**config.mk**
```make
export PLATFORM = sky130hd
export DESIGN_NAME = resistive_array_scan_measure_core
export DESIGN_NICKNAME = d
export VERILOG_FILES = /design/src/hdl/rasm_pkg.sv /design/src/hdl/rasm_div.sv /design/src/hdl/rasm_lane.sv /design/src/hdl/resistive_array_scan_measure_core.sv
export SDC_FILE = /design/constraint.sdc
export NUM_CORES = 2
export LEC_CHECK = 0
export BUFFER_PORTS_ARGS = -buffer_cell sky130_fd_sc_hd__buf_4
export CORE_ASPECT_RATIO = 0.6
export CORE_UTILIZATION = 50
export CTS_CLUSTER_DIAMETER = 30
export DETAILED_ROUTE_END_ITERATION = 6
export GPL_TIMING_DRIVEN = 0
export PLACE_DENSITY = 0.63
export SKIP_LAST_GASP = 1
export SLEW_MARGIN = 20
export SYNTH_ARGS = -nofsm -noshare
export SYNTH_HDL_FRONTEND = slang
export SYNTH_SLANG_ARGS = --single-unit
```
**constraint.sdc**
```tcl
create_clock -name clock -period 20.8 [get_ports clock]
set_input_delay 1.04 -clock clock [delete_from_list [all_inputs] [get_ports clock]]
set_output_delay 1.04 -clock clock [all_outputs]
set_load 0.1 [all_outputs]
```
**src/hdl/rasm_pkg.sv**
```systemverilog
// Package for the resistive array scan/measure core.
// Types, constants and the drive pattern table shared by the lane, the top level and the testbench.
// Depends on nothing.
package rasm_pkg;

   localparam int ADC_BITS_DEF  = 12;
   localparam int FRAC_BITS_DEF = 4;
   localparam int SAMPLE_W      = 12;
   localparam int REF_W         = 14;
   localparam int CNT_W         = 10;
   localparam int RES_W         = 32;
   localparam int NUM_COLS      = 3;
   localparam int LAST_PHASE    = 6;

   localparam logic [REF_W-1:0] REF1_RESET = 14'd1016;
   localparam logic [REF_W-1:0] REF2_RESET = 14'd1005;
   localparam logic [REF_W-1:0] REF3_RESET = 14'd1002;
   localparam logic [CNT_W-1:0] SPP_RESET  = 10'd200;

   typedef enum logic [1:0] {
      CSR_REF_COL1 = 2'd0,
      CSR_REF_COL2 = 2'd1,
      CSR_REF_COL3 = 2'd2,
      CSR_SPP      = 2'd3
   } csr_index_type;

   typedef enum logic [0:0] {
      KIND_PATTERN = 1'b0,
      KIND_VALUE   = 1'b1
   } kind_type;

   typedef enum logic [2:0] {
      L_IDLE,
      L_AVG,
      L_MUL,
      L_RSTART,
      L_RDIV
   } lane_state_type;

   typedef enum logic [2:0] {
      T_IDLE,
      T_AVG,
      T_PAT,
      T_RSTART,
      T_RWAIT,
      T_EMIT
   } top_state_type;

   typedef struct packed {
      logic             add;
      logic             close;
      logic             start_ratio;
      logic             method;
      logic [1:0]       row;
      logic [2:0]       phase;
      logic [CNT_W-1:0] spp;
   } lane_ctrl_type;

   typedef struct packed {
      logic                    done;
      logic signed [RES_W-1:0] value;
      logic                    err;
   } lane_stat_type;

   // row-line levels for each phase, bit0 is row one, 0 is driven low
   function automatic logic [3:0] drive_of(input logic [2:0] phase);
      logic [3:0] pat;
      case (phase)
         3'd0:    pat = 4'd14;
         3'd1:    pat = 4'd13;
         3'd2:    pat = 4'd11;
         3'd3:    pat = 4'd7;
         3'd4:    pat = 4'd6;
         3'd5:    pat = 4'd5;
         3'd6:    pat = 4'd3;
         default: pat = 4'd14;
      endcase
      return pat;
   endfunction

endpackage

```
**src/hdl/rasm_div.sv**
```systemverilog
// Restoring unsigned divider, one quotient bit per cycle.
// Standalone; used by rasm_lane.
module rasm_div #(
   parameter int NUM_W = 40,
   parameter int DEN_W = 22
) (
   input  logic             clock,
   input  logic             reset,
   input  logic             start,
   input  logic [NUM_W-1:0] num,
   input  logic [DEN_W-1:0] den,
   output logic             done,
   output logic [NUM_W-1:0] quotient
);
   localparam int CW = $clog2(NUM_W + 1);

   logic [NUM_W-1:0] quo_ff;
   logic [DEN_W-1:0] rem_ff, den_ff;
   logic [CW-1:0]    cnt_ff;
   logic             run_ff, done_ff;
   logic [DEN_W:0]   shifted;
   logic             fits;

   always_comb begin
      shifted = {rem_ff, quo_ff[NUM_W-1]};
      fits    = shifted >= {1'b0, den_ff};
   end

   always_ff @(posedge clock) begin
      if (reset) begin
         run_ff  <= 1'b0;
         done_ff <= 1'b0;
         cnt_ff  <= '0;
      end else begin
         done_ff <= 1'b0;
         if (start) begin
            run_ff <= 1'b1;
            cnt_ff <= CW'(NUM_W);
         end else if (run_ff) begin
            cnt_ff <= cnt_ff - 1'b1;
            if (cnt_ff == CW'(1)) begin
               run_ff  <= 1'b0;
               done_ff <= 1'b1;
            end
         end
      end
   end

   always_ff @(posedge clock) begin
      if (start) begin
         quo_ff <= num;
         rem_ff <= '0;
         den_ff <= den;
      end else if (run_ff) begin
         quo_ff <= {quo_ff[NUM_W-2:0], fits};
         rem_ff <= fits ? DEN_W'(shifted - {1'b0, den_ff}) : DEN_W'(shifted);
      end
   end

   assign done     = done_ff;
   assign quotient = quo_ff;
endmodule

```
**src/hdl/rasm_lane.sv**
```systemverilog
// One column lane: sample accumulation, pattern averages and the two ratio methods.
// Depends on rasm_pkg and rasm_div.
module rasm_lane #(
   parameter int ADC_BITS      = rasm_pkg::ADC_BITS_DEF,
   parameter int FRACTION_BITS = rasm_pkg::FRAC_BITS_DEF
) (
   input  logic                          clock,
   input  logic                          reset,
   input  rasm_pkg::lane_ctrl_type       ctrl,
   input  logic [rasm_pkg::SAMPLE_W-1:0] sample,
   input  logic [rasm_pkg::REF_W-1:0]    ref_res,
   output rasm_pkg::lane_stat_type       stat
);
   import rasm_pkg::*;

   localparam int SUM_W    = ADC_BITS + CNT_W;
   localparam int NUM_W    = SUM_W + REF_W + FRACTION_BITS;
   localparam int QW       = NUM_W > 33 ? NUM_W : 33;
   localparam int ADC_MASK = (1 << ADC_BITS) - 1;
   localparam int FS       = (1 << ADC_BITS) - 1;

   lane_state_type state_ff, state_in;

   logic [SUM_W-1:0] sum_ff, sum_next;
   logic [SUM_W-1:0] a_ff [3];
   logic [SUM_W-1:0] b_ff [3];
   logic [SUM_W-1:0] a3_ff;
   logic [SUM_W-1:0] mag_num_ff, mag_den_ff;
   logic             neg_ff, dz_ff;
   logic [SUM_W+REF_W-1:0] prod_ff;
   logic signed [RES_W-1:0] val_ff, val_in;
   logic             err_ff, done_ff;

   logic             div_start, div_done;
   logic [NUM_W-1:0] div_num, div_q;
   logic [SUM_W-1:0] div_den;

   logic signed [SUM_W:0] a_row, a_all, b_row, fs_s, num_s, den_s;
   logic [QW-1:0]         q_ext;
   logic [SAMPLE_W-1:0]   masked;

   always_comb begin
      masked   = sample & SAMPLE_W'(ADC_MASK);
      sum_next = sum_ff + SUM_W'(masked);
      a_row = $signed({1'b0, a_ff[ctrl.row]});
      b_row = $signed({1'b0, b_ff[ctrl.row]});
      a_all = $signed({1'b0, a3_ff});
      fs_s  = $signed((SUM_W+1)'(FS));
      if (ctrl.method) begin
         num_s = a_row - b_row;
         den_s = a_all - b_row;
      end else begin
         num_s = fs_s - a_all;
         den_s = fs_s - a_row;
      end
   end

   always_comb begin
      state_in  = state_ff;
      div_start = 1'b0;
      div_num   = NUM_W'(sum_next);
      div_den   = SUM_W'((ctrl.spp == '0) ? CNT_W'(1) : ctrl.spp);
      case (state_ff)
         L_IDLE: begin
            if (ctrl.close) begin
               div_start = 1'b1;
               state_in  = L_AVG;
            end else if (ctrl.start_ratio) begin
               state_in = L_MUL;
            end
         end
         L_AVG:    if (div_done) state_in = L_IDLE;
         L_MUL:    state_in = L_RSTART;
         L_RSTART: begin
            div_start = 1'b1;
            div_num   = NUM_W'(prod_ff) << FRACTION_BITS;
            div_den   = mag_den_ff;
            state_in  = L_RDIV;
         end
         L_RDIV:   if (div_done) state_in = L_IDLE;
         default:  state_in = L_IDLE;
      endcase
   end

   // saturate and apply the sign of the ratio; a zero divisor gives zero
   always_comb begin
      q_ext = QW'(div_q);
      if (dz_ff) begin
         val_in = '0;
      end else if (neg_ff) begin
         val_in = (q_ext > QW'(32'h8000_0000)) ? $signed(32'h8000_0000)
                                               : -$signed(RES_W'(q_ext));
      end else begin
         val_in = (q_ext > QW'(32'h7FFF_FFFF)) ? $signed(32'h7FFF_FFFF)
                                                : $signed(RES_W'(q_ext));
      end
   end

   rasm_div #(.NUM_W(NUM_W), .DEN_W(SUM_W)) u_div (
      .clock    (clock),
      .reset    (reset),
      .start    (div_start),
      .num      (div_num),
      .den      (div_den),
      .done     (div_done),
      .quotient (div_q)
   );

   always_ff @(posedge clock) begin
      if (reset) begin
         state_ff <= L_IDLE;
         sum_ff   <= '0;
         done_ff  <= 1'b0;
      end else begin
         state_ff <= state_in;
         done_ff  <= div_done && (state_ff == L_AVG || state_ff == L_RDIV);
         if (ctrl.close)    sum_ff <= '0;
         else if (ctrl.add) sum_ff <= sum_next;
      end
   end

   always_ff @(posedge clock) begin
      if (state_ff == L_AVG && div_done) begin
         if (ctrl.phase < 3'd3)       a_ff[ctrl.phase[1:0]] <= SUM_W'(div_q);
         else if (ctrl.phase == 3'd3) a3_ff <= SUM_W'(div_q);
         else                         b_ff[2'(ctrl.phase - 3'd4)] <= SUM_W'(div_q);
      end
      if (state_ff == L_IDLE && ctrl.start_ratio) begin
         mag_num_ff <= SUM_W'(num_s[SUM_W] ? -num_s : num_s);
         mag_den_ff <= SUM_W'(den_s[SUM_W] ? -den_s : den_s);
         neg_ff     <= num_s[SUM_W] ^ den_s[SUM_W];
         dz_ff      <= den_s == '0;
      end
      if (state_ff == L_MUL) prod_ff <= mag_num_ff * ref_res;
      if (state_ff == L_RDIV && div_done) begin
         val_ff <= val_in;
         err_ff <= dz_ff;
      end
   end

   assign stat = '{done: done_ff, value: val_ff, err: err_ff};
endmodule

```
**src/hdl/resistive_array_scan_measure_core.sv**
```systemverilog
// Top level: three column lanes, scan sequencer, result merge and output register.
// Depends on rasm_pkg, rasm_lane and rasm_div.
//
//   channel | ports           | role
//   --------+-----------------+-----------------------------------------
//   req     | valid/ready     | one sample per column per request
//   rsp     | valid/ready     | pattern change or resistance value
//   csr     | we/index/wdata  | reference resistors, samples per pattern
//
// A request that closes a pattern starts the per-lane average division; further requests
// wait until it ends and the pattern change is emitted. The seventh pattern adds six
// ratio steps, every step emitting three values, before its pattern change.
// Reset is synchronous and clears control state; requests wait while results stall.
module resistive_array_scan_measure_core #(
   parameter int ADC_BITS      = rasm_pkg::ADC_BITS_DEF,
   parameter int FRACTION_BITS = rasm_pkg::FRAC_BITS_DEF
) (
   input  logic                          clock,
   input  logic                          reset,
   input  logic                          req_valid,
   output logic                          req_ready,
   input  logic [rasm_pkg::SAMPLE_W-1:0] req_sample_col1,
   input  logic [rasm_pkg::SAMPLE_W-1:0] req_sample_col2,
   input  logic [rasm_pkg::SAMPLE_W-1:0] req_sample_col3,
   output logic                          rsp_valid,
   input  logic                          rsp_ready,
   output logic                          rsp_kind,
   output logic [3:0]                    rsp_drive_pattern,
   output logic [1:0]                    rsp_row,
   output logic [1:0]                    rsp_column,
   output logic                          rsp_method,
   output logic signed [rasm_pkg::RES_W-1:0] rsp_resistance,
   output logic                          rsp_div_error,
   output logic                          rsp_last,
   input  logic                          csr_we,
   input  logic [1:0]                    csr_index,
   input  logic [rasm_pkg::REF_W-1:0]    csr_wdata
);
   import rasm_pkg::*;

   top_state_type state_ff, state_in;

   logic [REF_W-1:0] ref_ff [NUM_COLS];
   logic [CNT_W-1:0] spp_ff, count_ff, count_next, spp_eff;
   logic [2:0]       phase_ff;
   logic             method_ff;
   logic [1:0]       row_ff, col_ff;

   logic             accept, complete, slot_free, lanes_done;
   logic             load_pat, load_val, start_ratio;
   lane_ctrl_type    ctrl;
   lane_stat_type    stat [NUM_COLS];
   logic [SAMPLE_W-1:0] samples [NUM_COLS];

   logic             rsp_valid_ff, rsp_kind_ff, rsp_method_ff, rsp_err_ff, rsp_last_ff;
   logic [3:0]       rsp_pat_ff;
   logic [1:0]       rsp_row_ff, rsp_col_ff;
   logic signed [RES_W-1:0] rsp_res_ff;
   lane_stat_type    sel;

   assign samples[0] = req_sample_col1;
   assign samples[1] = req_sample_col2;
   assign samples[2] = req_sample_col3;

   always_comb begin
      req_ready  = state_ff == T_IDLE;
      accept     = req_valid && req_ready;
      spp_eff    = (spp_ff == '0) ? CNT_W'(1) : spp_ff;
      count_next = count_ff + 1'b1;
      complete   = count_next >= spp_eff;
      slot_free  = !rsp_valid_ff || rsp_ready;
      lanes_done = stat[0].done && stat[1].done && stat[2].done;
      sel        = stat[col_ff];
   end

   always_comb begin
      state_in    = state_ff;
      load_pat    = 1'b0;
      load_val    = 1'b0;
      start_ratio = 1'b0;
      case (state_ff)
         T_IDLE:   if (accept && complete) state_in = T_AVG;
         T_AVG: begin
            if (lanes_done) state_in = (phase_ff == 3'(LAST_PHASE)) ? T_RSTART : T_PAT;
         end
         T_PAT: begin
            if (slot_free) begin
               load_pat = 1'b1;
               state_in = T_IDLE;
            end
         end
         T_RSTART: begin
            start_ratio = 1'b1;
            state_in    = T_RWAIT;
         end
         T_RWAIT:  if (lanes_done) state_in = T_EMIT;
         T_EMIT: begin
            if (slot_free) begin
               load_val = 1'b1;
               if (col_ff == 2'd2)
                  state_in = (method_ff && row_ff == 2'd0) ? T_PAT : T_RSTART;
            end
         end
         default:  state_in = T_IDLE;
      endcase
   end

   always_comb begin
      ctrl.add         = accept;
      ctrl.close       = accept && complete;
      ctrl.start_ratio = start_ratio;
      ctrl.method      = method_ff;
      ctrl.row         = row_ff;
      ctrl.phase       = phase_ff;
      ctrl.spp         = spp_ff;
   end

   for (genvar c = 0; c < NUM_COLS; c++) begin : g_lane
      rasm_lane #(.ADC_BITS(ADC_BITS), .FRACTION_BITS(FRACTION_BITS)) u_lane (
         .clock   (clock),
         .reset   (reset),
         .ctrl    (ctrl),
         .sample  (samples[c]),
         .ref_res (ref_ff[c]),
         .stat    (stat[c])
      );
   end

   always_ff @(posedge clock) begin
      if (reset) begin
         state_ff     <= T_IDLE;
         ref_ff[0]    <= REF1_RESET;
         ref_ff[1]    <= REF2_RESET;
         ref_ff[2]    <= REF3_RESET;
         spp_ff       <= SPP_RESET;
         count_ff     <= '0;
         phase_ff     <= '0;
         method_ff    <= 1'b0;
         row_ff       <= 2'd2;
         col_ff       <= '0;
         rsp_valid_ff <= 1'b0;
      end else begin
         state_ff <= state_in;
         if (csr_we) begin
            case (csr_index_type'(csr_index))
               CSR_REF_COL1: ref_ff[0] <= csr_wdata;
               CSR_REF_COL2: ref_ff[1] <= csr_wdata;
               CSR_REF_COL3: ref_ff[2] <= csr_wdata;
               CSR_SPP:      spp_ff    <= csr_wdata[CNT_W-1:0];
               default:      ;
            endcase
         end
         if (accept) count_ff <= complete ? '0 : count_next;
         if (state_ff == T_AVG && lanes_done && phase_ff != 3'(LAST_PHASE))
            phase_ff <= phase_ff + 1'b1;
         if (load_val) begin
            col_ff <= (col_ff == 2'd2) ? 2'd0 : col_ff + 1'b1;
            if (col_ff == 2'd2) begin
               if (row_ff == 2'd0) begin
                  method_ff <= !method_ff;
                  row_ff    <= 2'd2;
                  if (method_ff) phase_ff <= '0;
               end else begin
                  row_ff <= row_ff - 1'b1;
               end
            end
         end
         if (load_pat || load_val) rsp_valid_ff <= 1'b1;
         else if (rsp_ready)       rsp_valid_ff <= 1'b0;
      end
   end

   always_ff @(posedge clock) begin
      if (load_pat) begin
         rsp_kind_ff   <= KIND_PATTERN;
         rsp_pat_ff    <= drive_of(phase_ff);
         rsp_row_ff    <= '0;
         rsp_col_ff    <= '0;
         rsp_method_ff <= 1'b0;
         rsp_res_ff    <= '0;
         rsp_err_ff    <= 1'b0;
         rsp_last_ff   <= 1'b1;
      end else if (load_val) begin
         rsp_kind_ff   <= KIND_VALUE;
         rsp_pat_ff    <= '0;
         rsp_row_ff    <= row_ff + 1'b1;
         rsp_col_ff    <= col_ff + 1'b1;
         rsp_method_ff <= method_ff;
         rsp_res_ff    <= sel.value;
         rsp_err_ff    <= sel.err;
         rsp_last_ff   <= 1'b0;
      end
   end

   assign rsp_valid         = rsp_valid_ff;
   assign rsp_kind          = rsp_kind_ff;
   assign rsp_drive_pattern = rsp_pat_ff;
   assign rsp_row           = rsp_row_ff;
   assign rsp_column        = rsp_col_ff;
   assign rsp_method        = rsp_method_ff;
   assign rsp_resistance    = rsp_res_ff;
   assign rsp_div_error     = rsp_err_ff;
   assign rsp_last          = rsp_last_ff;
endmodule

```
# Word-level counts from Yosys, hierarchy flattened
# Memories as Yosys holds them, arrays and structs flattened. A register that Yosys moved wholly into a read port is not among the register bits.
# Index checks and enable logic that the tools add are counted.
# word_totals
regBits	841
ramBits	438
in_bits	57
elab_cells	384
memories	7
# mem_list
name	depth	width	read_ports	rd_clocked_by_memory_dff	write_ports	line_no	rtl
g_lane[0].u_lane.a_ff	3	22	1	1	1	rasm_lane.sv:25	logic [SUM_W-1:0] a_ff [3];
g_lane[0].u_lane.b_ff	3	22	1	1	1	rasm_lane.sv:26	logic [SUM_W-1:0] b_ff [3];
g_lane[1].u_lane.a_ff	3	22	1	1	1	rasm_lane.sv:25	
g_lane[1].u_lane.b_ff	3	22	1	1	1	rasm_lane.sv:26	
g_lane[2].u_lane.a_ff	3	22	1	1	1	rasm_lane.sv:25	
g_lane[2].u_lane.b_ff	3	22	1	1	1	rasm_lane.sv:26	
1 more memories	-	-	-	-	-	-	
# classes
n_addsub	36
n_mul	3
magnitude_cmp	12
eq_ne	43
muxes	141
bitwise_logic	11
reduce_logical	61
# ops
op	count
$mux 40	9
$mux 32	9
$mux 22	12
$mux 23	6
$sub 12x22->23 const A	6
$sub 22x22->23	6
$neg 22->22	6
$gt 40x31->1 const B	3
$gt 40x32->1 const B	3
$mul 22x14->36	3
$neg 32->32	3
$ge 23x22->1	3
$logic_not 23->1	3
$bmux 34 s2	1
$add 22x12->22	3
$mux 33	2
$sub 22x22->22	3
$mux 1	50
$mux 3	16
$mux 14	3
$mux 6	6
$pmux 3 s4	3
$eq 3x2->1 const B	10
$mux 10	3
other kinds (37)	135

# Logic depth before layout (Yosys ltp)
# depth
depth_word	9
ltp_mapped	25

# By module
# A second synthesis with hierarchy kept.
# unflattened
cells_unflattened	9969
hier_area_um2	99080.0
# modules_own_cells
module	n_inst	cells_per_inst	area_each_um2	seq_area_each_um2
rasm_lane (g_lane[0].u_lane)	1	2722	26395.3	8598.2
rasm_lane (g_lane[1].u_lane)	1	2683	26141.3	8598.2
rasm_lane (g_lane[2].u_lane)	1	2661	26113.8	8598.2
rasm_div	3	454	4963.5	2462.4
resistive_array_scan_measure_core	1	541	5539.1	2822.7

# Worst setup path before layout
# Ideal clock, no wire load.
# synth_timing
path_type	flip-flop to flip-flop
from	register with a tool-made name
to	register g_lane[0].u_lane.mag_den_ff[21] (data pin)
arrival_time_ps	6303
required_time_ps	20535
slack_ps	14231
path_stages_with_launch	23
path_buffers	7
path_cell_list	dfxtp_1 > buf_2 > buf_2 > buf_2 > buf_2 > buf_2 > buf_1 > clkbuf_1 > mux2i_1 > o21ai_0 > ha_1 > inv_1 > fa_1 > a211o_1 > a211o_1 > a31o_2 > xor2_1 > or4b_2 > a221oi_2 > nand4_1 > nor4_1 > a41oi_1 > xor2_1
# synth_rtl
element	line_no	rtl
end signal, assigned	rasm_lane.sv:130	mag_den_ff <= SUM_W'(den_s[SUM_W] ? -den_s : den_s);
end, declared	rasm_lane.sv:28	logic [SUM_W-1:0] mag_num_ff, mag_den_ff;

==> reports/qor.tcl <==
set qor(timing.critical_path.to_type) {flop}
set qor(start_kind) {flop}
set qor(route.detailed.drc) 0
set qor(final.setup_skew_ns) 0.1138
set qor(post_dp_hpwl_um) 323300
set qor(grt_first_pass_wirelength_um) 562900
set qor(cts_resized) 0
set qor(ctsHoldBuffers) 0
set qor(number_of_different_library_cells_in_the_post_synthesis_netlist) 95
set qor(final_worst_path_period_need_ns) 11.20
set qor(drv_slew) 0
set qor(syn2layout_area_growth_pct) 13.19
set qor(grt_setup_unrepaired) {false}
set qor(run_status) {finished clean}
set qor(final_layout_size_suffix_gt1_share_pct) 7.712
set qor(final-seq-area_um2) 36040
set qor(routed_wl_um) 405300
set qor(fin_area_um2) 110300
set qor(yosys_warnings) 0
set qor(cts_htree_levels) 4
set qor(fin_setup_tns_ns) 0
set qor(dominantRegCellSynth) {sky130_fd_sc_hd__edfxtp_1}
set qor(synth_fa_ha_area_share_pct) 22.25
set qor(synth_edf_count) 1039
set qor(max-vdd-ir-drop_v) 0.0004310
set qor(required_ns) 21.37
set qor(initial_core_util_pct) 50.32
set qor(final_antenna_net_count) 0
set qor(synth_fp_nets) 11224
set qor(io_pins) 103
set qor(worst_hold_path_type) {reg -> reg}
set qor(gp_routability_congestion) 1.036
set qor(postCtsSetupRepairBufs) 0
set qor(share_of_flip_flops_with_an_asynchronous_set_or_reset_after_synthesis_pct) 0
set qor(leak_pwr_nw) 45.22
set qor(post_synth_xor_area_fraction_pct) 4.225
set qor(placed_instance_area_um2) 102700
set qor(route.detailed.vias_per_inst) 6.276
set qor(die_h_um) 343.9
set qor(multi_input_area_um2) 55970
set qor(timing.fmax_ghz) 0.08927
set qor(reg_clk_slew_reported_paths_ns) 0.06
set qor(max-slew-margin-rel_pct) 9.146
set qor(clock_sink_count) 1281
set qor(worstMarginPinSlew_ns) 1.349
set qor(die-area_um2) 196700
set qor(core_area_um2) 193600
set qor(route.vias.total) 81902
set qor(clk_latency_ns) 0.90
set qor(synth.avg_cell_area_um2) 9.874
set qor(arrival_ns) 11.77
set qor(synth.ff_latch_count) 1281
set qor(overflow) 0
set qor(die_width_um) 571.9
set qor(synth.mux.area_fraction_pct) 2.799
set qor(tritoncts) {done}
set qor(grt_use_total_pct) 40.80
set qor(post_synthesis_cell_count) 9868
set qor(timing.setup.critical_path_class) {reg -> reg}
set qor(finalNetCount) 11592
set qor(post_synth_and_or_nand_nor_area_fraction_pct) 15.59
set qor(combinational_family_with_the_most_area_after_synthesis) {adder cells}
set qor(min_period_over_period_pct) 53.86
set qor(grt_start_max_net_pins) 47
set qor(numCtsBuffers) 216
set qor(report.power.total_mw) 14.04
set qor(setup_viol) 0
set qor(io_buffers) 101
set qor(max_cap_viol_count) 0
set qor(drt_initial_violations) 12339
set qor(crit_fanout) 10
set qor(cts_root_buffer) {sky130_fd_sc_hd__clkbuf_16}
set qor(p_per_area_nw_per_um2) 127.3
set qor(seq_area_frac_synth_pct) 36.99
set qor(synth-compound-area-share_pct) 12.31
set qor(antenna_found_initial) 47
set qor(row_count) 125
set qor(final.fill_count) 16977
set qor(fin_util_pct) 56.96
set qor(synth.cell_area_um2) 97440
set qor(drt_pass_1_iters) 6
set qor(cts.path.max_buffers) 4
set qor(post_drt_wl_per_cell_um) 31.06
set qor(first_global_vias) 75032
set qor(final_number_of_hold_violating_endpoints) 0
state kept, by name (all words and copies together), names as in the netlist, 4 cells and up, named ones only:
name,count
rsp_drive_pattern,4
count_ff,10
spp_ff,10
g_lane.u_lane.val_ff,96
rsp_resistance,32
g_lane.u_lane.a_ff,198
ref_ff,42
g_lane.u_lane.a3_ff,66
g_lane.u_lane.mag_num_ff,66
g_lane.u_lane.b_ff,198
g_lane.u_lane.mag_den_ff,66
g_lane.u_lane.prod_ff,108
g_lane.u_lane.u_div.den_ff,66
g_lane.u_lane.sum_ff,66
g_lane.u_lane.state_ff,9
g_lane.u_lane.u_div.cnt_ff,18
g_lane.u_lane.u_div.quotient,120
g_lane.u_lane.u_div.rem_ff,66
area by class of cell:
class | count | area share [%]
plain buffers | 468 | 1.713
multi-input cells | 7084 | 50.75
flip-flops and latches | 1281 | 32.68
clock buffers | 232 | 5.031
well taps | 2603 | 2.953
diodes | 33 | 0.07487
inverters | 1035 | 3.523
repair buffers | 150 | 1.536
clock inverters | 163 | 1.741
layout by cell type (no fill, tap or decap), types with 135 or more instances in the layout:
| cell | instances |
|---|---|
| sky130_fd_sc_hd__xnor2_1 | 285 |
| sky130_fd_sc_hd__clkbuf_1 | 363 |
| sky130_fd_sc_hd__nor3_1 | 195 |
| sky130_fd_sc_hd__a21o_1 | 135 |
| sky130_fd_sc_hd__inv_1 | 1031 |
| sky130_fd_sc_hd__nor2_1 | 643 |
| sky130_fd_sc_hd__xor2_1 | 178 |
| sky130_fd_sc_hd__dfxtp_1 | 242 |
| sky130_fd_sc_hd__o21ai_0 | 445 |
| sky130_fd_sc_hd__ha_1 | 576 |
| sky130_fd_sc_hd__edfxtp_1 | 1039 |
| sky130_fd_sc_hd__nand2_1 | 1101 |
| sky130_fd_sc_hd__fa_1 | 723 |
| sky130_fd_sc_hd__and2_1 | 454 |
| sky130_fd_sc_hd__clkbuf_16 | 219 |
| sky130_fd_sc_hd__mux2i_1 | 214 |
| sky130_fd_sc_hd__a21oi_1 | 597 |
synth_stat cells, drive strengths merged (30+ instances only):
master / number / area, µm²
o21ai: 458 / 2292
edfxtp: 1039 / 31200
xor2: 178 / 1559
dfxtp: 242 / 4845
o211ai: 40 / 300.3
nand4: 57 / 356.6
fa: 723 / 14470
or2: 33 / 206.5
o21bai: 36 / 270.3
o22ai: 53 / 331.6
buf: 63 / 279.0
nor2: 649 / 2439
xnor2: 292 / 2557
nor3: 196 / 980.9
a21oi: 598 / 3004
mux2i: 214 / 2142
nand3b: 37 / 277.8
a211oi: 86 / 645.6
nor3b: 30 / 225.2
a21o: 135 / 1013
nor2b: 53 / 331.6
a31oi: 106 / 663.1
or3: 68 / 430.4
mux2: 52 / 585.6
o31ai: 53 / 397.9
nand2: 1102 / 4144
inv: 1032 / 3874
and2: 474 / 2965
nand2b: 65 / 406.6
and3: 91 / 569.3
a221oi: 60 / 531.8
o21a: 51 / 382.9
ha: 576 / 7207
nor4: 45 / 281.5
clkbuf: 405 / 1520
nand3: 126 / 630.6
per-layer routing:
metal	share of wire (%)	vias up	GRT usage [%]
met1	44	40860	62.28
met2	35	5525	48.18
met4	2.7	18	10.78
met5	0.028	-	0
li1	-	34948	-
met3	18	551	21.75
worst max-delay path, cell delays in order (launching register included):
cell	delay (ns)
sky130_fd_sc_hd__dfxtp_1	0.92
sky130_fd_sc_hd__buf_1	0.56
sky130_fd_sc_hd__clkbuf_1	0.64
sky130_fd_sc_hd__buf_1	0.89
sky130_fd_sc_hd__buf_1	0.70
sky130_fd_sc_hd__buf_1	0.52
sky130_fd_sc_hd__clkbuf_1	0.42
sky130_fd_sc_hd__clkbuf_1	0.97
sky130_fd_sc_hd__a21oi_1	0.41
sky130_fd_sc_hd__ha_1	0.41
sky130_fd_sc_hd__clkbuf_1	0.37
sky130_fd_sc_hd__nand4_1	0.21
sky130_fd_sc_hd__nor2_1	0.24
sky130_fd_sc_hd__nor3b_1	0.72
sky130_fd_sc_hd__o21ai_0	0.48
sky130_fd_sc_hd__o31ai_1	0.72
sky130_fd_sc_hd__a31oi_1	0.29
sky130_fd_sc_hd__xnor2_1	0.18
sky130_fd_sc_hd__mux2i_1	0.65
sky130_fd_sc_hd__a41oi_1	0.27
sky130_fd_sc_hd__xor2_1	0.22
metrics by stage:
| step | setup slack [ns] | std cells | hold WS, ns |
|---|---|---|---|
| 2_1_floorplan | 14.23 | 9868 | 0.4361 |
| 3_3_place_gp | 8.970 | 12572 | 0.4353 |
| 3_5_place_dp | 10.59 | 12621 | 0.4442 |
| 4_1_cts | 10.49 | 13016 | 0.4245 |
| 5_1_grt | 9.645 | 13020 | 0.4735 |
| 6_report | 9.598 | 13049 | 0.4499 |
cells by family (layout without fill, tap and decap cells):
logic type / after synthesis / count (layout)
buffers and inverters: 1503 / 2048
xor gates and xnor gates: 470 / 470
and+or+nand+nor: 3134 / 3134
muxes: 266 / 266
other: 0 / 33
DFF: 1281 / 1281
adders and majority gates: 1299 / 1299
AOI/OAI and AO/OA: 1915 / 1915
power breakdown:
| group | internal [mW] | leakage (nW) | switching (mW) |
|---|---|---|---|
| Sequential | 3.07 | 11.3 | 0.0466 |
| Clock | 2.25 | 3.61 | 1.46 |
| Combinational | 2.48 | 30.3 | 4.72 |
worst paths after layout:
path	startpoint	end	slack [ns]	cells past startpoint
max	flop	g_lane[0].u_lane.mag_den_ff[21]	9.60	20
min	rsp_last	rsp_last	0.45	2
max reg2reg	flop	g_lane[0].u_lane.mag_den_ff[21]	9.60	20
min reg2reg	rsp_last	rsp_last	0.45	2
(Power assumes the default switching activity.)
